### src/sv/lqck_pkg.sv
`timescale 1ns / 1ps

package lqck_pkg;

  localparam int CMD_W  = 3;
  localparam int KEY_W  = 32;
  localparam int STAT_W = 2;
  localparam int OCC_W  = 9;

  typedef enum logic [CMD_W-1:0] {
    CMD_ENQ    = 3'd0,
    CMD_DEQ    = 3'd1,
    CMD_CANCEL = 3'd2,
    CMD_CHECK  = 3'd3,
    CMD_CLEAR  = 3'd4
  } cmd_e;

  typedef enum logic [STAT_W-1:0] {
    STAT_OK        = 2'd0,
    STAT_OVERFLOW  = 2'd1,
    STAT_EMPTY     = 2'd2,
    STAT_NOT_FOUND = 2'd3
  } stat_e;

  typedef enum logic [2:0] {
    DP_IDLE,
    DP_LOAD,
    DP_SCAN,
    DP_SHIFT,
    DP_RD_FRONT,
    DP_RD_REAR,
    DP_FINISH
  } dp_op_e;

  typedef enum logic [2:0] {
    S_IDLE,
    S_SCAN,
    S_SHIFT,
    S_RD_FRONT,
    S_RD_REAR,
    S_FINISH
  } state_e;

  typedef struct packed {
    logic need_scan;
    logic hit;
    logic scan_end;
    logic is_cancel;
    logic shift_end;
    logic out_free;
  } dp_stat_t;

endpackage

### src/sv/lqck_ctrl.sv
`timescale 1ns / 1ps

module lqck_ctrl import lqck_pkg::*; (
  input  logic     clk_i,
  input  logic     rst_ni,
  input  logic     in_valid_i,
  output logic     in_ready_o,
  input  dp_stat_t stat_i,
  output dp_op_e   op_o
);

  state_e state_q, state_d;

  always_ff @(posedge clk_i or negedge rst_ni) begin
    if (!rst_ni) begin
      state_q <= S_IDLE;
    end else begin
      state_q <= state_d;
    end
  end

  always_comb begin
    state_d    = state_q;
    op_o       = DP_IDLE;
    in_ready_o = 1'b0;
    case (state_q)
      S_IDLE: begin
        in_ready_o = 1'b1;
        if (in_valid_i) begin
          op_o    = DP_LOAD;
          state_d = stat_i.need_scan ? S_SCAN : S_RD_FRONT;
        end
      end
      S_SCAN: begin
        op_o = DP_SCAN;
        if (stat_i.hit) begin
          state_d = stat_i.is_cancel ? S_SHIFT : S_RD_FRONT;
        end else if (stat_i.scan_end) begin
          state_d = S_RD_FRONT;
        end
      end
      S_SHIFT: begin
        op_o = DP_SHIFT;
        if (stat_i.shift_end) begin
          state_d = S_RD_FRONT;
        end
      end
      S_RD_FRONT: begin
        op_o    = DP_RD_FRONT;
        state_d = S_RD_REAR;
      end
      S_RD_REAR: begin
        op_o    = DP_RD_REAR;
        state_d = S_FINISH;
      end
      S_FINISH: begin
        op_o = DP_FINISH;
        if (stat_i.out_free) begin
          state_d = S_IDLE;
        end
      end
      default: begin
        state_d = S_IDLE;
      end
    endcase
  end

endmodule

### config.mk
export PLATFORM = sky130hd
export DESIGN_NAME = lqck_ctrl
export DESIGN_NICKNAME = d
export VERILOG_FILES = /design/src/sv/lqck_pkg.sv /design/src/sv/lqck_ctrl.sv
export SDC_FILE = /design/constraint.sdc
export NUM_CORES = 1
export LEC_CHECK = 0
export ABC_AREA = 1
export BUFFER_PORTS_ARGS = -buffer_cell sky130_fd_sc_hd__buf_4
export CAP_MARGIN = 0
export CORE_AREA = 8 8 45 47
export CTS_CLUSTER_DIAMETER = 80
export DETAILED_ROUTE_END_ITERATION = 7
export DIE_AREA = 0 0 53 55
export PLACE_DENSITY = 0.39
export SKIP_CTS_REPAIR_TIMING = 1
export SLEW_MARGIN = 10
export SYNTH_ARGS = -nofsm -noshare
export SYNTH_HDL_FRONTEND = slang
export SYNTH_SLANG_ARGS = --single-unit
### constraint.sdc
create_clock -name clk_i -period 2.9 [get_ports clk_i]
set_input_delay 0.29 -clock clk_i [delete_from_list [all_inputs] [get_ports clk_i]]
set_output_delay 0.29 -clock clk_i [all_outputs]
set_load 0.02 [all_outputs]
* Yosys cells after proc, flatten, opt, wreduce, memory -nomap -nowiden *
Cells that the tools add are included.

operators by class
  multiplexer cells = 11
  multipliers = 0
  $add $sub $neg = 0
  divide/modulo/power cells = 0
  eq/ne operators = 9
  reduce and logical (&&, ||, !) cells = 2
  shift operators = 0
  bitwise operators = 0
  magnitude comparators = 0

operator list
  operator                                       count
  one-hot mux 3 bit (6 select lines)             2
  2-to-1 mux 3 bit                               5
  == test 3 x 2 -> 1 bit, second input constant  2
  == test 3 bit, second input constant           2
  != test 2 bit, second input constant           3
  AND reduction 4 bit                            1
  == test 3 x 1 -> 1 bit, second input constant  1
  logical NOT 3 bit                              1
  2-to-1 mux 1 bit                               3
  != test 3 bit, second input constant           1
  2-to-1 mux 2 bit                               1

word-level totals
  latch bits = 0
  memory bits (writable) = 0
  input bits = 9
  logic and storage cells = 23
  memory bits (read-only) = 0
  memories = 0
  output and inout bits = 4
  flip-flop bits (word level) = 3

* Depth between registers and ports, before layout *
  depth after elaboration = 3
  gate-level depth with buffers = 8
  gate-level depth less buffers = 8

* Worst setup path after synthesis *
No wires, ideal clock.

  kind = register -> output
  from = reg state_q[1]
  to = out op_o[0]
  data arrival time = 1004 ps
  path slack = 1606 ps
  buffers on the path = 1
  required time = 2610 ps
  cell stages (with the launch flop) = 5
  path through = dfrtp_1 buf_6 nor2_2 nor2_1 nor2_1

between the ends
  longest elaborated chain between the ends = 2
  elaborated cells between the ends (all ways) = 7
  those cells by class = eq/ne (5); mux (1); reduce/logical (1)

RTL lines
  what                                         line             text
  start: declaration                           lqck_ctrl.sv:12  state_e state_q, state_d;
  start signal: assignment                     lqck_ctrl.sv:18  state_q <= state_d;
  == test 3 bit, or another cell as far along  lqck_ctrl.sv:26  case (state_q)
  one-hot mux 3 bit (6 select lines) (*)       lqck_ctrl.sv:26
  end: declaration                             lqck_ctrl.sv:9   output dp_op_e op_o

Every way passes the cells marked *; elsewhere a longest branch is shown, timed or not.

* Worst setup path after layout *
  from = reg state_q[1]
  to = out op_o[2]

Same word-level chain as after synthesis.

==> results.md <==
- The number of different library cells used by synthesis comes to 13.
- The final period demand of the worst path is 1.57 ns.
- The die covers 2920 um2.
- The leakage power summed over all cells is 0.213 nW.
- The TritonCTS clock tree is yes.
- For the pin with the worst max-slew slack, the measured transition is 0.284 ns.
- Along the worst path, the maximum fanout reaches 8.
- The maximum level of the CTS H-tree is 1.
- The count of standard-cell rows is 14.
- The biggest area contributor in the post-synthesis netlist is sky130_fd_sc_hd__dfrtp_1.
- Headroom to the max-slew limit came out at 0.811.
- STA classifies the critical path startpoint as a flip-flop.
- The tree is rooted in a sky130_fd_sc_hd__clkbuf_4.
- Across every metal layer, demand over resource in global routing totals 0.0580.
- Among all stages on the critical path, the largest delay is contributed by sky130_fd_sc_hd__dfrtp_1.
- The tree built by TritonCTS fans out to 3 sinks.
- Power spread over the standard cell area amounts to 1220 nW/um2.
- The most common cell after layout, fill and taps aside is sky130_fd_sc_hd__buf_4.
- In this run, synthesis produced a sequential element count of 3.
- In the layout the commonest cells are 12 x sky130_fd_sc_hd__buf_4, 10 x sky130_fd_sc_hd__nand2_1, 5 x sky130_fd_sc_hd__nor2_1, 5 x sky130_fd_sc_hd__nand3_1.
- The number of nets in the synthesized netlist is 50.
- Setup violations remaining at the end of the flow were counted as 0.
- The synthesized netlist occupies a cell area of 256 um2.
- The number of buffers created by CTS is 3.
- Setup repair after global routing left no endpoint under its margin.
- The flow ran to the end, and the final reports show no timing, DRC or antenna violations.
- Data on the critical path is required at its endpoint by 2.61 ns.
- The average detailed-routed wire length per instance is 10.3 um.
- The clock network latency to the later pin of the worst-skew pair is 0.23 ns.
- The count of routing violations after the opening detailed-route iteration is 1.
- The register with the most flip-flops in the layout has 3 of them.
- The count of nets after finishing is 67.
- Counting the fill cells in the layout gives 171.
- The stage delay of the slowest cell on the critical path is 0.49 ns.
- The setup path with the least slack is of type flip-flop to primary output.
- The die is 55 um tall.
- The average instance in the mapped netlist occupies 6.26 um2.
- The detailed placer's ending HPWL is 600 um.
- The total power is 0.476 mW.
- The detailed-route via count is 293.
- The signal on the critical path passes through nor2_2 > o21ai_0 > nand2_1 > buf_4.
- In the finished design, the share of the clock period the worst path needs comes to 0.541.
- Using the TritonRoute via totals, the vias-per-cell ratio works out to 4.01.
- In the final timing run, aggregate negative setup slack is 0 ns.
- The worst-case IR drop observed on VDD is 0.333 mV.
- Counting flops per register, the top entry is state_q.
- In this run the most critical hold path is launched from stat_i[0].
- The highest achievable clock rate is 637 MHz.
- The count of buffers inserted at the top-level ports is 12.
- The antenna diode count is 0.
- The most critical setup path has its startpoint at state_q[1]$_DFFE_PN0P_.
- The number of pins exceeding their max-slew limit in the final report was 0.
- In the final layout, the registers with the most flip-flops are state_q (3).
- The fraction of the yosys area taken by sequential cells is 0.293.
- The Yosys step of the flow raised 0 warnings.
- Clock-pin slew was measured on the worst setup and hold paths at 0.04 ns.
- The maximum number of pins on one net before global-route repair is 9.
- The share of cells above drive strength 1 is 0.386.
- In this run the critical register-to-register path is launched from state_q[1]$_DFFE_PN0P_.
- The final weighted congestion of routability-driven global placement is 0.803.
- In the synthesized netlist, the number of instances is 41.
- The remaining antenna violation count is 0.
- The number of global-route vias before repair is 335.
- Before antenna repair, the detailed router went through 2 iterations.
- The width of the die is 53 um.
- The count of final hold-check violations was 0.
- Relative to the synthesized area, the layout overhead comes to 52.7%.
- Of the post-synthesis cell area, the dominant cell type holds 0.293.
- The number of top-level pins is 13.
- The initial antenna violation count is 0.
- The remaining routing DRC violations is 0.
- The min-delay analysis places its worst path in the category primary input to flip-flop.
- The region available for standard cell placement spans 1380 um2.
- By area the synthesized netlist is led by sky130_fd_sc_hd__dfrtp_1 29%, sky130_fd_sc_hd__nand2_1 15%, sky130_fd_sc_hd__nand3_1 9.8%.
- The initial cell density of the core is 0.185.
- The remaining global-route overflow is 0.
- The first global-routing pass estimated 1.26 mm of wire.
- The clock tree buffer depth is 2.
- The type of element capturing the critical path is a primary output.
- For the worst setup path, the data arrival time is 1.28 ns.
- The final layout contains routed wiring with a total length of 749 um.
- The worst clock skew on the final layout is 0.00481 ns.
- Max-cap violations in this run came to 0.
cell families after synthesis:
| group | Yosys count | share of synthesized area |
|---|---|---|
| buffers and inverters | 6 | 0.117 |
| AOI/OAI and AO/OA | 4 | 0.0780 |
| and+or+nand+nor | 28 | 0.512 |
| DFF | 3 | 0.293 |
cell usage after synthesis:
cell type and n:
sky130_fd_sc_hd__nor2_2 4, sky130_fd_sc_hd__inv_2 1, sky130_fd_sc_hd__nand3_1 5, sky130_fd_sc_hd__o21ai_0 3, sky130_fd_sc_hd__nor2_1 5, sky130_fd_sc_hd__nor3_1 1
sky130_fd_sc_hd__buf_6 1, sky130_fd_sc_hd__inv_1 4, sky130_fd_sc_hd__nand2_1 10, sky130_fd_sc_hd__dfrtp_1 3, sky130_fd_sc_hd__nand3b_1 1, sky130_fd_sc_hd__a21oi_1 1
sky130_fd_sc_hd__nand2_2 2
where the power goes:
group	leakage, nW	internal [mW]	switching [mW]	total (mW)
sequential	0.0359	0.0646	0.0378	0.102
combinational	0.162	0.121	0.179	0.300
clock	0.0150	0.0516	0.0227	0.0743
worst paths after layout:
path	end	slack, ns	cells after the start
worst max-delay path	op_o[2]	1.33	4
worst min-delay path	state_q[2]$_DFFE_PN0P_	0.27	2
worst max register to register	state_q[1]$_DFFE_PN0P_	1.73	6
worst min register to register	state_q[0]$_DFFE_PN0P_	0.61	2
max in group asynchronous	state_q[2]$_DFFE_PN0P_	2.42	2
min in group asynchronous	state_q[1]$_DFFE_PN0P_	0.38	2
critical path, delay by kind of cell (launching register included):
kind | cells | cell delay (ns)
flip-flops | 1 | 0.49
AO/OA/AOI/OAI | 1 | 0.21
buffers and inverters | 1 | 0.16
AND/OR/NAND/NOR | 2 | 0.18
through the flow:
step | cell area, um2 | instances | utilization | hold WS [ns] | setup slack (ns)
after detailed placement | 355 | 68 | 0.257 | 0.0830 | 1.58
final | 392 | 73 | 0.283 | 0.268 | 1.33
after global routing | 392 | 73 | 0.283 | 0.266 | 1.19
after CTS | 382 | 72 | 0.276 | -0.173 | 1.31
after floorplan | 256 | 41 | - | -0.00559 | 1.61
after global placement | 355 | 68 | 0.257 | 0.0828 | 1.59
layer usage:
metal,routed length [um],GRT usage,up-vias
met5,0,0,-
li1,-,-,161
met3,27,0.0267,0
met1,342,0.0609,127
met4,0,0.0259,0
met2,380,0.0977,5
final cells by class:
class,instances,area (um2),share of cell area
tap,16,20.0,0.0511
sequential,3,75.1,0.192
multi-input combinational,32,151,0.387
inverter,5,18.8,0.0479
clock buffer,4,26.3,0.0671
timing repair buffer,13,100,0.256
No activity file was read; power rests on OpenSTA's default activity.
